**config.mk**
```make
export PLATFORM = sky130hd
export DESIGN_NAME = climb_rate_tone_beeper
export DESIGN_NICKNAME = d
export VERILOG_FILES = /design/src/rtl/ctb_pkg.sv /design/src/rtl/ctb_div.sv /design/src/rtl/ctb_dp.sv /design/src/rtl/ctb_ctrl.sv /design/src/rtl/climb_rate_tone_beeper.sv
export SDC_FILE = /design/constraint.sdc
export NUM_CORES = 2
export LEC_CHECK = 0
export BUFFER_PORTS_ARGS = -buffer_cell sky130_fd_sc_hd__buf_2
export CAP_MARGIN = 20
export CORE_ASPECT_RATIO = 1.5
export CORE_MARGIN = 2
export CORE_UTILIZATION = 40
export CTS_CLUSTER_DIAMETER = 100
export CTS_CLUSTER_SIZE = 28
export DETAILED_ROUTE_END_ITERATION = 8
export PLACE_DENSITY = 0.57
export SLEW_MARGIN = 20
export SYNTH_ARGS = -nofsm -noshare
export SYNTH_HDL_FRONTEND = slang
export SYNTH_HIERARCHICAL = 1
export SYNTH_SLANG_ARGS = --single-unit
```
**constraint.sdc**
```tcl
create_clock -name clock -period 10.5 [get_ports clock]
set_input_delay 2.1 -clock clock [delete_from_list [all_inputs] [get_ports clock]]
set_output_delay 2.1 -clock clock [all_outputs]
set_load 0.05 [all_outputs]
```
**src/rtl/ctb_pkg.sv**
```systemverilog
// Shared types and constants for the climb-rate tone beeper.
package ctb_pkg;

   localparam int SMOOTH_FRAC_BITS_DEF = 4;
   localparam int TIME_BITS_DEF        = 32;

   localparam int VARIO_W    = 12;
   localparam int NOW_W      = 32;
   localparam int HZ_W       = 13;
   localparam int PWM_W      = 16;
   localparam int LEN_W      = 14;
   localparam int QUIET_W    = 16;
   localparam int CSR_IDX_W  = 3;
   localparam int CSR_DATA_W = 16;
   localparam int DEN_W      = 16;

   localparam int PWM_CLOCK_NUM   = 256 * 1100;
   localparam int PULSE_NUM       = 10000;
   localparam int PULSE_BASE_MS   = 200;
   localparam int SINK_LEN_MS     = 300;
   localparam int SINK_RESTART_MS = 50;
   localparam int SINK_FLOOR_CMS  = -600;
   localparam int SINK_BASE_HZ    = 150;
   localparam int CLAMP_MAX_CMS   = 900;
   localparam int QUIET_BAND_CMS  = 20;
   localparam int SMOOTH_OFFSET   = 900;
   localparam int SMOOTH_KEEP     = 10;
   localparam int SMOOTH_DEN      = 11;
   // floor(x * 13108 / 65536) equals floor(x / 5) for every x the sink path produces.
   localparam int DIV5_RECIP      = 13108;
   localparam int DIV5_SHIFT      = 16;
   // floor(y * 14564 / 131072) equals floor(y / 9) for every 14-bit y.
   localparam int DIV9_RECIP      = 14564;
   localparam int DIV9_SHIFT      = 17;
   localparam int THR_RESET_CMS   = -300;

   localparam logic [1:0] VOL_MID  = 2'd2;
   localparam logic [1:0] VOL_HIGH = 2'd3;

   typedef enum logic [CSR_IDX_W-1:0] {
      CSR_VOLUME   = 3'd0,
      CSR_MUTE_EN  = 3'd1,
      CSR_QUIET_MS = 3'd2,
      CSR_SINK_EN  = 3'd3,
      CSR_SINK_THR = 3'd4
   } csr_index_type;

   typedef enum logic [3:0] {
      OP_NONE,
      OP_LOAD,
      OP_PRE,
      OP_SINK,
      OP_DIV_PER,
      OP_PER_LATCH,
      OP_TONE,
      OP_SMOOTH_NUM,
      OP_SMOOTH,
      OP_DIV_PULSE,
      OP_BEEP,
      OP_PUBLISH
   } dp_op_type;

   typedef struct packed {
      dp_op_type op;
   } dp_cmd_type;

   typedef struct packed {
      logic div_done;
      logic tone_req;
      logic v_pos;
      logic out_free;
   } dp_status_type;

endpackage

```
**src/rtl/ctb_div.sv**
```systemverilog
// Restoring serial divider, one quotient bit per cycle.
module ctb_div
   import ctb_pkg::*;
#(
   parameter int NUM_W = 20,
   parameter int DW    = DEN_W
) (
   input  logic             clock,
   input  logic             reset,
   input  logic             start,
   input  logic [NUM_W-1:0] num,
   input  logic [DW-1:0]    den,
   output logic             done,
   output logic [NUM_W-1:0] quot
);

   localparam int CNT_W = $clog2(NUM_W);

   logic [DW:0]        rem_ff, rem_in;
   logic [NUM_W-1:0]   quo_ff, quo_in;
   logic [DW-1:0]      den_ff;
   logic [CNT_W-1:0]   cnt_ff;
   logic               busy_ff, done_ff;
   logic [DW:0]        shifted;
   logic [DW+1:0]      trial;
   logic               fits;
   logic               last;

   always_comb begin
      shifted = {rem_ff[DW-1:0], quo_ff[NUM_W-1]};
      trial   = {1'b0, shifted} - {2'b00, den_ff};
      fits    = ~trial[DW+1];
      rem_in  = fits ? trial[DW:0] : shifted;
      quo_in  = {quo_ff[NUM_W-2:0], fits};
      last    = (cnt_ff == CNT_W'(NUM_W - 1));
   end

   always_ff @(posedge clock) begin
      if (reset) begin
         busy_ff <= 1'b0;
         done_ff <= 1'b0;
         cnt_ff  <= '0;
      end else begin
         done_ff <= busy_ff && !start && last;
         if (start) begin
            busy_ff <= 1'b1;
            cnt_ff  <= '0;
            rem_ff  <= '0;
            quo_ff  <= num;
            den_ff  <= den;
         end else if (busy_ff) begin
            rem_ff <= rem_in;
            quo_ff <= quo_in;
            cnt_ff <= cnt_ff + 1'b1;
            if (last) begin
               busy_ff <= 1'b0;
            end
         end
      end
   end

   assign done = done_ff;
   assign quot = quo_ff;

endmodule

```
**src/rtl/ctb_dp.sv**
```systemverilog
// Datapath: configuration, beeper state, operand selection and result register.
module ctb_dp
   import ctb_pkg::*;
#(
   parameter int SMOOTH_FRAC_BITS = SMOOTH_FRAC_BITS_DEF,
   parameter int TIME_BITS        = TIME_BITS_DEF
) (
   input  logic                         clock,
   input  logic                         reset,
   input  dp_cmd_type                   cmd,
   output dp_status_type                status,
   input  logic signed [VARIO_W-1:0]    req_vario_cms,
   input  logic [NOW_W-1:0]             req_now_ms,
   input  logic                         csr_valid,
   input  logic [CSR_IDX_W-1:0]         csr_index,
   input  logic [CSR_DATA_W-1:0]        csr_wdata,
   output logic                         rsp_valid,
   input  logic                         rsp_ready,
   output logic                         rsp_tone_on,
   output logic [HZ_W-1:0]              rsp_tone_hz,
   output logic [PWM_W-1:0]             rsp_timer_period,
   output logic [PWM_W-1:0]             rsp_timer_compare
);

   localparam int F  = SMOOTH_FRAC_BITS;
   localparam int T  = TIME_BITS;
   localparam int SW = HZ_W + F;
   localparam int NW = (16 + F > 19) ? 16 + F : 19;
   // Division by 11 through a reciprocal: exact for every numerator below 2^NW.
   localparam int SK = NW + 4;
   localparam int MW = NW + 1;
   localparam logic [MW-1:0] SMOOTH_RECIP =
      MW'(((64'd1 << SK) + 64'(SMOOTH_DEN - 1)) / 64'(SMOOTH_DEN));

   // configuration
   logic [1:0]                vol_ff;
   logic                      mute_en_ff, sink_en_ff;
   logic [QUIET_W-1:0]        quiet_ms_ff;
   logic signed [VARIO_W-1:0] thr_ff;

   // item and beeper state
   logic signed [VARIO_W-1:0] v_ff;
   logic [T-1:0]              now_ff;
   logic [SW-1:0]             smooth_ff, smooth_in;
   logic                      beep_active_ff, beep_active_in;
   logic [T-1:0]              beep_start_ff, beep_start_in;
   logic                      playing_ff, playing_in;
   logic [T-1:0]              tone_start_ff, tone_start_in;
   logic [LEN_W-1:0]          tone_len_ff, tone_len_in;
   logic [PWM_W-1:0]          period_ff, period_in;
   logic [PWM_W-1:0]          compare_ff, compare_in;
   logic                      muted_ff, muted_in;
   logic [T-1:0]              quiet_since_ff, quiet_since_in;
   logic [HZ_W-1:0]           last_hz_ff, last_hz_in;
   logic [HZ_W-1:0]           tone_freq_ff, tone_freq_in;
   logic [LEN_W-1:0]          pend_len_ff, pend_len_in;
   logic [PWM_W-1:0]          pend_period_ff, pend_period_in;
   logic [NW-1:0]             smooth_num_ff;
   logic                      tone_req_ff, tone_req_in;
   logic                      rsp_valid_ff, rsp_valid_in;
   logic                      rsp_on_ff;
   logic [HZ_W-1:0]           rsp_hz_ff;
   logic [PWM_W-1:0]          rsp_per_ff, rsp_cmp_ff;

   // derived values
   logic signed [VARIO_W-1:0] vc;
   logic signed [VARIO_W:0]   vc13, mag13, vf13;
   logic [VARIO_W-1:0]        mag;
   logic [10:0]               sink_x;
   logic [24:0]               sink_prod;
   logic [HZ_W-1:0]           sink_freq;
   logic                      sink_cond, quiet;
   logic [T-1:0]              el_tone, el_quiet, el_beep;
   logic [LEN_W-1:0]          pulse, pulse_limit;
   logic [NW-1:0]             smooth_num;
   logic [NW+MW-1:0]          smooth_prod;
   logic [27:0]               cmp36_prod;
   logic [PWM_W-1:0]          cmp_val;
   logic                      div_start, div_done;
   logic [NW-1:0]             div_num, div_q;
   logic [DEN_W-1:0]          div_den;

   assign vc   = (v_ff > VARIO_W'(CLAMP_MAX_CMS)) ? VARIO_W'(CLAMP_MAX_CMS) : v_ff;
   assign vc13 = {vc[VARIO_W-1], vc};
   assign mag13 = (vc13 < 0) ? -vc13 : vc13;
   assign mag  = mag13[VARIO_W-1:0];
   assign vf13 = (vc13 < (VARIO_W+1)'(SINK_FLOOR_CMS)) ? (VARIO_W+1)'(SINK_FLOOR_CMS) : vc13;
   assign sink_x    = 11'(vf13 - (VARIO_W+1)'(SINK_FLOOR_CMS));
   assign sink_prod = 25'(sink_x) * 25'(DIV5_RECIP);
   assign sink_freq = HZ_W'(sink_prod[24:DIV5_SHIFT]) + HZ_W'(SINK_BASE_HZ);
   assign sink_cond = sink_en_ff && (vc <= thr_ff);
   assign quiet     = mute_en_ff && (v_ff > -VARIO_W'(QUIET_BAND_CMS))
                      && (v_ff < VARIO_W'(QUIET_BAND_CMS));
   assign el_tone   = now_ff - tone_start_ff;
   assign el_quiet  = now_ff - quiet_since_ff;
   assign el_beep   = now_ff - beep_start_ff;
   assign pulse       = div_q[LEN_W-1:0] + LEN_W'(PULSE_BASE_MS);
   assign pulse_limit = pulse + (pulse >> 1);

   assign smooth_num  = NW'(smooth_ff) * NW'(SMOOTH_KEEP)
                        + (NW'({mag, 1'b0} + (VARIO_W+1)'(SMOOTH_OFFSET)) << F);
   assign smooth_prod = (NW+MW)'(smooth_num_ff) * (NW+MW)'(SMOOTH_RECIP);

   // Dividing by 36 is a shift by two followed by a reciprocal divide by 9.
   assign cmp36_prod = 28'(pend_period_ff[PWM_W-1:2]) * 28'(DIV9_RECIP);

   always_comb begin
      case (vol_ff)
         VOL_MID:  cmp_val = PWM_W'(cmp36_prod[27:DIV9_SHIFT]);
         VOL_HIGH: cmp_val = {1'b0, pend_period_ff[PWM_W-1:1]};
         default:  cmp_val = {8'd0, pend_period_ff[PWM_W-1:8]};
      endcase
   end

   always_comb begin
      div_start = 1'b0;
      div_num   = '0;
      div_den   = '0;
      case (cmd.op)
         OP_DIV_PER: begin
            div_start = 1'b1;
            div_num   = NW'(PWM_CLOCK_NUM);
            div_den   = DEN_W'(tone_freq_ff);
         end
         OP_DIV_PULSE: begin
            div_start = 1'b1;
            div_num   = NW'(PULSE_NUM);
            div_den   = DEN_W'(vc[VARIO_W-2:0]);
         end
         default: ;
      endcase
   end

   ctb_div #(.NUM_W(NW), .DW(DEN_W)) u_div (
      .clock (clock),
      .reset (reset),
      .start (div_start),
      .num   (div_num),
      .den   (div_den),
      .done  (div_done),
      .quot  (div_q)
   );

   always_comb begin
      smooth_in      = smooth_ff;
      beep_active_in = beep_active_ff;
      beep_start_in  = beep_start_ff;
      playing_in     = playing_ff;
      tone_start_in  = tone_start_ff;
      tone_len_in    = tone_len_ff;
      period_in      = period_ff;
      compare_in     = compare_ff;
      muted_in       = muted_ff;
      quiet_since_in = quiet_since_ff;
      last_hz_in     = last_hz_ff;
      tone_freq_in   = tone_freq_ff;
      pend_len_in    = pend_len_ff;
      pend_period_in = pend_period_ff;
      tone_req_in    = tone_req_ff;
      rsp_valid_in   = rsp_valid_ff && !rsp_ready;
      case (cmd.op)
         OP_PRE: begin
            if (playing_ff && (el_tone > T'(tone_len_ff)))
               playing_in = 1'b0;
            if (quiet) begin
               if (el_quiet > T'(quiet_ms_ff))
                  muted_in = 1'b1;
            end else begin
               quiet_since_in = now_ff;
               muted_in       = 1'b0;
            end
         end
         OP_SINK: begin
            tone_req_in  = 1'b0;
            tone_freq_in = sink_freq;
            pend_len_in  = LEN_W'(SINK_LEN_MS);
            if (sink_cond) begin
               if (beep_active_ff) begin
                  if (el_beep >= T'(SINK_RESTART_MS)) begin
                     beep_active_in = 1'b0;
                     tone_req_in    = 1'b1;
                  end
               end else begin
                  tone_req_in    = 1'b1;
                  beep_active_in = 1'b1;
                  beep_start_in  = now_ff;
               end
            end
         end
         OP_PER_LATCH: begin
            // A zero frequency makes the divider return all ones, which saturates too.
            pend_period_in = (div_q > NW'({PWM_W{1'b1}})) ? {PWM_W{1'b1}} : div_q[PWM_W-1:0];
         end
         OP_TONE: begin
            period_in     = pend_period_ff;
            compare_in    = cmp_val;
            last_hz_in    = tone_freq_ff;
            tone_start_in = now_ff;
            tone_len_in   = pend_len_ff;
            playing_in    = 1'b1;
         end
         OP_SMOOTH: smooth_in = smooth_prod[SK+SW-1:SK];
         OP_BEEP: begin
            tone_req_in = 1'b0;
            if (!muted_ff) begin
               if (beep_active_ff) begin
                  if (el_beep > T'(pulse_limit)) begin
                     beep_active_in = 1'b0;
                     playing_in     = 1'b0;
                  end
               end else begin
                  tone_freq_in   = smooth_ff[SW-1:F];
                  pend_len_in    = pulse;
                  tone_req_in    = 1'b1;
                  beep_active_in = 1'b1;
                  beep_start_in  = now_ff;
               end
            end
         end
         OP_PUBLISH: rsp_valid_in = 1'b1;
         default: ;
      endcase
   end

   always_ff @(posedge clock) begin
      if (reset) begin
         vol_ff         <= '0;
         mute_en_ff     <= 1'b1;
         quiet_ms_ff    <= '0;
         sink_en_ff     <= 1'b1;
         thr_ff         <= VARIO_W'(THR_RESET_CMS);
         smooth_ff      <= '0;
         beep_active_ff <= 1'b0;
         beep_start_ff  <= '0;
         playing_ff     <= 1'b0;
         tone_start_ff  <= '0;
         tone_len_ff    <= '0;
         period_ff      <= '0;
         compare_ff     <= '0;
         muted_ff       <= 1'b0;
         quiet_since_ff <= '0;
         last_hz_ff     <= '0;
         tone_req_ff    <= 1'b0;
         rsp_valid_ff   <= 1'b0;
      end else begin
         smooth_ff      <= smooth_in;
         beep_active_ff <= beep_active_in;
         beep_start_ff  <= beep_start_in;
         playing_ff     <= playing_in;
         tone_start_ff  <= tone_start_in;
         tone_len_ff    <= tone_len_in;
         period_ff      <= period_in;
         compare_ff     <= compare_in;
         muted_ff       <= muted_in;
         quiet_since_ff <= quiet_since_in;
         last_hz_ff     <= last_hz_in;
         tone_req_ff    <= tone_req_in;
         rsp_valid_ff   <= rsp_valid_in;
         if (csr_valid) begin
            case (csr_index_type'(csr_index))
               CSR_VOLUME:   vol_ff      <= csr_wdata[1:0];
               CSR_MUTE_EN:  mute_en_ff  <= csr_wdata[0];
               CSR_QUIET_MS: quiet_ms_ff <= csr_wdata[QUIET_W-1:0];
               CSR_SINK_EN:  sink_en_ff  <= csr_wdata[0];
               CSR_SINK_THR: thr_ff      <= csr_wdata[VARIO_W-1:0];
               default: ;
            endcase
         end
      end
   end

   // Payload registers carry no reset.
   always_ff @(posedge clock) begin
      tone_freq_ff   <= tone_freq_in;
      pend_len_ff    <= pend_len_in;
      pend_period_ff <= pend_period_in;
      if (cmd.op == OP_LOAD) begin
         v_ff   <= req_vario_cms;
         now_ff <= T'(req_now_ms);
      end
      if (cmd.op == OP_SMOOTH_NUM) begin
         smooth_num_ff <= smooth_num;
      end
      if (cmd.op == OP_PUBLISH) begin
         rsp_on_ff  <= playing_ff;
         rsp_hz_ff  <= last_hz_ff;
         rsp_per_ff <= period_ff;
         rsp_cmp_ff <= compare_ff;
      end
   end

   assign status.div_done = div_done;
   assign status.tone_req = tone_req_ff;
   assign status.v_pos    = (vc > 0);
   assign status.out_free = !rsp_valid_ff || rsp_ready;

   assign rsp_valid         = rsp_valid_ff;
   assign rsp_tone_on       = rsp_on_ff;
   assign rsp_tone_hz       = rsp_hz_ff;
   assign rsp_timer_period  = rsp_per_ff;
   assign rsp_timer_compare = rsp_cmp_ff;

endmodule

```
**src/rtl/ctb_ctrl.sv**
```systemverilog
// Controller: sequences the steps of one sample through the datapath.
module ctb_ctrl
   import ctb_pkg::*;
(
   input  logic          clock,
   input  logic          reset,
   input  logic          req_valid,
   output logic          req_ready,
   input  dp_status_type status,
   output dp_cmd_type    cmd
);

   typedef enum logic [3:0] {
      S_IDLE, S_PRE, S_SINK, S_SINK_CHK, S_PER, S_PER_W, S_TONE,
      S_SMOOTH, S_SMOOTH_SET, S_PULSE, S_PULSE_W, S_BEEP_CHK, S_DONE
   } state_type;

   state_type state_ff, state_in;
   logic      ret_beep_ff, ret_beep_in;

   always_comb begin
      state_in    = state_ff;
      ret_beep_in = ret_beep_ff;
      cmd.op      = OP_NONE;
      case (state_ff)
         S_IDLE: if (req_valid) begin
            cmd.op   = OP_LOAD;
            state_in = S_PRE;
         end
         S_PRE: begin
            cmd.op   = OP_PRE;
            state_in = S_SINK;
         end
         S_SINK: begin
            cmd.op   = OP_SINK;
            state_in = S_SINK_CHK;
         end
         S_SINK_CHK: begin
            ret_beep_in = 1'b0;
            state_in    = status.tone_req ? S_PER : S_SMOOTH;
         end
         S_PER: begin
            cmd.op   = OP_DIV_PER;
            state_in = S_PER_W;
         end
         S_PER_W: if (status.div_done) begin
            cmd.op   = OP_PER_LATCH;
            state_in = S_TONE;
         end
         S_TONE: begin
            cmd.op   = OP_TONE;
            state_in = ret_beep_ff ? S_DONE : S_SMOOTH;
         end
         S_SMOOTH: begin
            cmd.op   = OP_SMOOTH_NUM;
            state_in = S_SMOOTH_SET;
         end
         S_SMOOTH_SET: begin
            cmd.op   = OP_SMOOTH;
            state_in = status.v_pos ? S_PULSE : S_DONE;
         end
         S_PULSE: begin
            cmd.op   = OP_DIV_PULSE;
            state_in = S_PULSE_W;
         end
         S_PULSE_W: if (status.div_done) begin
            cmd.op   = OP_BEEP;
            state_in = S_BEEP_CHK;
         end
         S_BEEP_CHK: begin
            ret_beep_in = 1'b1;
            state_in    = status.tone_req ? S_PER : S_DONE;
         end
         S_DONE: if (status.out_free) begin
            cmd.op   = OP_PUBLISH;
            state_in = S_IDLE;
         end
         default: state_in = S_IDLE;
      endcase
   end

   always_ff @(posedge clock) begin
      if (reset) begin
         state_ff    <= S_IDLE;
         ret_beep_ff <= 1'b0;
      end else begin
         state_ff    <= state_in;
         ret_beep_ff <= ret_beep_in;
      end
   end

   assign req_ready = (state_ff == S_IDLE);

endmodule

```
**src/rtl/climb_rate_tone_beeper.sv**
```systemverilog
// Top level of the climb-rate tone beeper: controller plus datapath.
//
//   channel  direction  handshake            payload
//   req      in         req_valid/req_ready  req_vario_cms, req_now_ms
//   rsp      out        rsp_valid/rsp_ready  rsp_tone_on, rsp_tone_hz,
//                                            rsp_timer_period, rsp_timer_compare
//   csr      in         csr_valid/csr_ready  csr_index, csr_wdata
//
// One sample at a time, with N = max(19, 16 + SMOOTH_FRAC_BITS) bits per serial division.
// A sample runs one division for the pulse length when the rate is positive and one
// more for the timer period of each tone started, also when both the sink tone and a
// climb beep start; the serial divider thus sets how long a sample takes.
// The result register lets the next sample be taken while a result waits.
// Reset is synchronous; payload registers carry no reset.
// csr_ready is always high.
module climb_rate_tone_beeper
   import ctb_pkg::*;
#(
   parameter int SMOOTH_FRAC_BITS = SMOOTH_FRAC_BITS_DEF,
   parameter int TIME_BITS        = TIME_BITS_DEF
) (
   input  logic                      clock,
   input  logic                      reset,
   input  logic                      req_valid,
   output logic                      req_ready,
   input  logic signed [VARIO_W-1:0] req_vario_cms,
   input  logic [NOW_W-1:0]          req_now_ms,
   output logic                      rsp_valid,
   input  logic                      rsp_ready,
   output logic                      rsp_tone_on,
   output logic [HZ_W-1:0]           rsp_tone_hz,
   output logic [PWM_W-1:0]          rsp_timer_period,
   output logic [PWM_W-1:0]          rsp_timer_compare,
   input  logic                      csr_valid,
   output logic                      csr_ready,
   input  logic [CSR_IDX_W-1:0]      csr_index,
   input  logic [CSR_DATA_W-1:0]     csr_wdata
);

   dp_cmd_type    cmd;
   dp_status_type status;

   assign csr_ready = 1'b1;

   ctb_ctrl u_ctrl (
      .clock     (clock),
      .reset     (reset),
      .req_valid (req_valid),
      .req_ready (req_ready),
      .status    (status),
      .cmd       (cmd)
   );

   ctb_dp #(
      .SMOOTH_FRAC_BITS (SMOOTH_FRAC_BITS),
      .TIME_BITS        (TIME_BITS)
   ) u_dp (
      .clock             (clock),
      .reset             (reset),
      .cmd               (cmd),
      .status            (status),
      .req_vario_cms     (req_vario_cms),
      .req_now_ms        (req_now_ms),
      .csr_valid         (csr_valid),
      .csr_index         (csr_index),
      .csr_wdata         (csr_wdata),
      .rsp_valid         (rsp_valid),
      .rsp_ready         (rsp_ready),
      .rsp_tone_on       (rsp_tone_on),
      .rsp_tone_hz       (rsp_tone_hz),
      .rsp_timer_period  (rsp_timer_period),
      .rsp_timer_compare (rsp_timer_compare)
   );

endmodule

```
==> impl_metrics.json <==
{
  "fin_skew_ps": 39.72,
  "startpoint_type": "register",
  "r2r_end": "u_dp/tone_freq_ff[7]",
  "grt_pass1_vias": 28420,
  "dieHeight_um": 376.2,
  "cp-end-kind": "register",
  "drt_iter0_markers": 1193,
  "synthFlopType": "dfxtp_1",
  "syn_avg_cell_area_um2": 9.298,
  "synthXorXnorAreaFrac_pct": 4.125,
  "post-synth-top-area-fraction_pct": 19.44,
  "worstSetupPathType": "reg -> reg",
  "wire_per_inst_um": 18.38,
  "tns_ps": 0,
  "ys_seq_area_share_pct": 28.42,
  "drtAntennaViolNets": 0,
  "dieArea_um2": 94850,
  "root_buffer": "clkbuf_16",
  "fin_nets": 4886,
  "synth-edff-count": 203,
  "vias_per_cell": 5.270,
  "critical_path.endpoint": "u_dp/tone_freq_ff[7]",
  "report.final.slew_viol_count": 0,
  "nFillCells": 9105,
  "setup_viol": 0,
  "slew_headroom_pct": 25.63,
  "fp-row-count": 136,
  "io_pins": 117,
  "synth_area_leaders": "ha_1 19%, edfxtp_1 17%, dfxtp_1 12%",
  "cts-resized-gates": 0,
  "r2r_start": "u_dp/v_ff[11]",
  "min_period_ps": 7311,
  "clk_pin_slew_worst_paths_ps": 110,
  "synthCells": 3973,
  "hold_viol_final": 0,
  "tightestPinTransition_ps": 1105,
  "async_reset_ff_share_pct": 0,
  "rsz0062_at_grt": "false",
  "yosysWarnings": 6,
  "syn-cell-area_um2": 36940,
  "cp.required_ps": 10850,
  "synth-simple-area-share_pct": 12.50,
  "routed_wl_um": 96050,
  "yosys.area.top_type": "ha_1",
  "drcViolationCount": 0,
  "hold_path_class": "reg -> reg",
  "overflow": 0,
  "antenna_found_initial": 1,
  "firstDrtPassIters": 5,
  "synth_top_family_by_area": "adder cells",
  "synth_compound_area_share_pct": 13.63,
  "globalplace.congestion": 0.8900,
  "htreeDepth": 1,
  "port_buffers": 114,
  "r2r_setup_slack_ps": 3190,
  "dp_hpwl_um": 77140,
  "reg2reg_depth": 26,
  "drive_gt1_share_pct": 6.367,
  "synth_common_cells": "580 x inv_1, 574 x ha_1, 388 x nand2_1",
  "post_cts_buffers": 0,
  "grtUsageTotal_pct": 20.45,
  "startpoint": "u_dp/v_ff[11]",
  "cts_tree": "built",
  "numCtsBuffers": 23,
  "clockBufferDepth": 3,
  "synth.most_common_cell": "inv_1",
  "start_util_pct": 40.35,
  "grt_max_degree": 89,
  "die_w_um": 252.1,
  "synthMuxAreaShare_pct": 3.251,
  "maxCapViolations": 0,
  "hold_buffers": 0,
  "ys_types": 100,
  "grt_pass1_wl_um": 152900,
  "clk_latency_ps": 620,
  "post-route-period-util_pct": 69.63,
  "syn_to_final_growth_pct": 7.228,
  "synth_fa_ha_area_share_pct": 30.77,
  "cp.arrival_ps": 7660,
  "vias": 27540,
  "status": "finished clean",
  "path_max_fanout": 20,
  "fmax_mhz": 136.8,
  "ys_seq_elements": 423,
  "numClockSinks": 423,
  "core_area_um2": 91550
}
routing by layer:
layer / GRT usage [%] / vias up / routed length (um)
met1: 22.68 / 13310 / 37810
met4: 6.710 / 0 / 3257
li1: - / 13730 / -
met5: 0 / - / 0
met3: 1.236 / 135 / 2316
met2: 40.69 / 370 / 52660
worst max-delay path: stages (launching register included):
cell	delay [ps]
edfxtp_1	680
or2_2	460
a31o_2	290
a21oi_1	400
ha_1	330
inv_1	90
fa_1	650
inv_1	90
fa_1	530
inv_1	50
fa_1	410
inv_1	80
fa_1	420
ha_1	220
a211oi_1	370
o21ai_0	140
a21oi_1	250
o31ai_1	160
nor2_1	140
xor2_1	170
ha_1	220
nand2b_1	120
a21oi_1	60
a211oi_1	340
nor3b_1	130
xor2_1	150
a21oi_1	80
cell type report:
| cell class | count | area, um^2 | share of cell area (%) |
|---|---|---|---|
| multi-input combinational | 2869 | 23890 | 60.30 |
| sequential | 423 | 10500 | 26.51 |
| inverter | 580 | 2177 | 5.496 |
| tap | 1173 | 1468 | 3.705 |
| timing repair buffer | 138 | 789.5 | 1.993 |
| clock buffer | 28 | 594.3 | 1.500 |
| clock inverter | 14 | 193.9 | 0.4896 |
| antenna | 1 | 2.502 | 0.006317 |
worst min path at each step:
stage                         from  slack (ps)                         end  cells past startpoint
6_report       u_dp/compare_ff[13]         440  u_dp/rsp_timer_compare[13]                      0
5_1_grt         u_dp/compare_ff[7]         450   u_dp/rsp_timer_compare[7]                      0
4_1_cts         u_dp/period_ff[13]         440   u_dp/rsp_timer_period[13]                      0
3_5_place_dp     u_dp/period_ff[7]         410    u_dp/rsp_timer_period[7]                      0
3_3_place_gp    u_dp/period_ff[13]         410   u_dp/rsp_timer_period[13]                      0
2_1_floorplan  u_dp/compare_ff[10]         400  u_dp/rsp_timer_compare[10]                      0
flip-flops by register name, summed over array words and instances, names as in the netlist, 17 cells and up:
name,cells
u_dp/now_ff,32
u_dp/smooth_ff,17
u_dp/u_div/quot,20
u_dp/smooth_num_ff,19
u_dp/tone_start_ff,32
u_dp/quiet_since_ff,32
u_dp/beep_start_ff,32
per-stage QoR:
step | hold slack (ps) | instances | instance area, um^2 | worst slack (ps) | utilization, %
after CTS | 437.9 | 5223 | 39560 | 3175 | 43.21
after global routing | 446.3 | 5225 | 39610 | 2666 | 43.27
final | 438.8 | 5226 | 39610 | 3189 | 43.27
after global placement | 413.1 | 5181 | 38770 | 3194 | 42.35
after detailed placement | 412.2 | 5181 | 38770 | 3151 | 42.35
after floorplan | 403.0 | 3989 | 37000 | 3790 | -
cells by family (layout without fill, tap and decap cells):
logic type               count (synthesis)  count (layout)
AND/OR/NAND/NOR                        992             992
AO/OA/AOI/OAI                          785             785
adder cells (fa/ha/maj)                783             783
buffers and inverters                  697             760
flip-flops                             423             423
XOR/XNOR                               174             174
multiplexers                           117             117
other                                    2              19
cells in the final DEF (no fill, tap or decap), types with 132 or more instances in the layout:
cell	n
a21oi_1	304
nor2_1	231
nand2_1	388
ha_1	574
inv_1	579
edfxtp_1	203
o21ai_0	132
fa_1	209
dfxtp_1	220
Power is not shown: default switching activity piles up to over one toggle a cycle in this logic, so the estimate is an artifact.
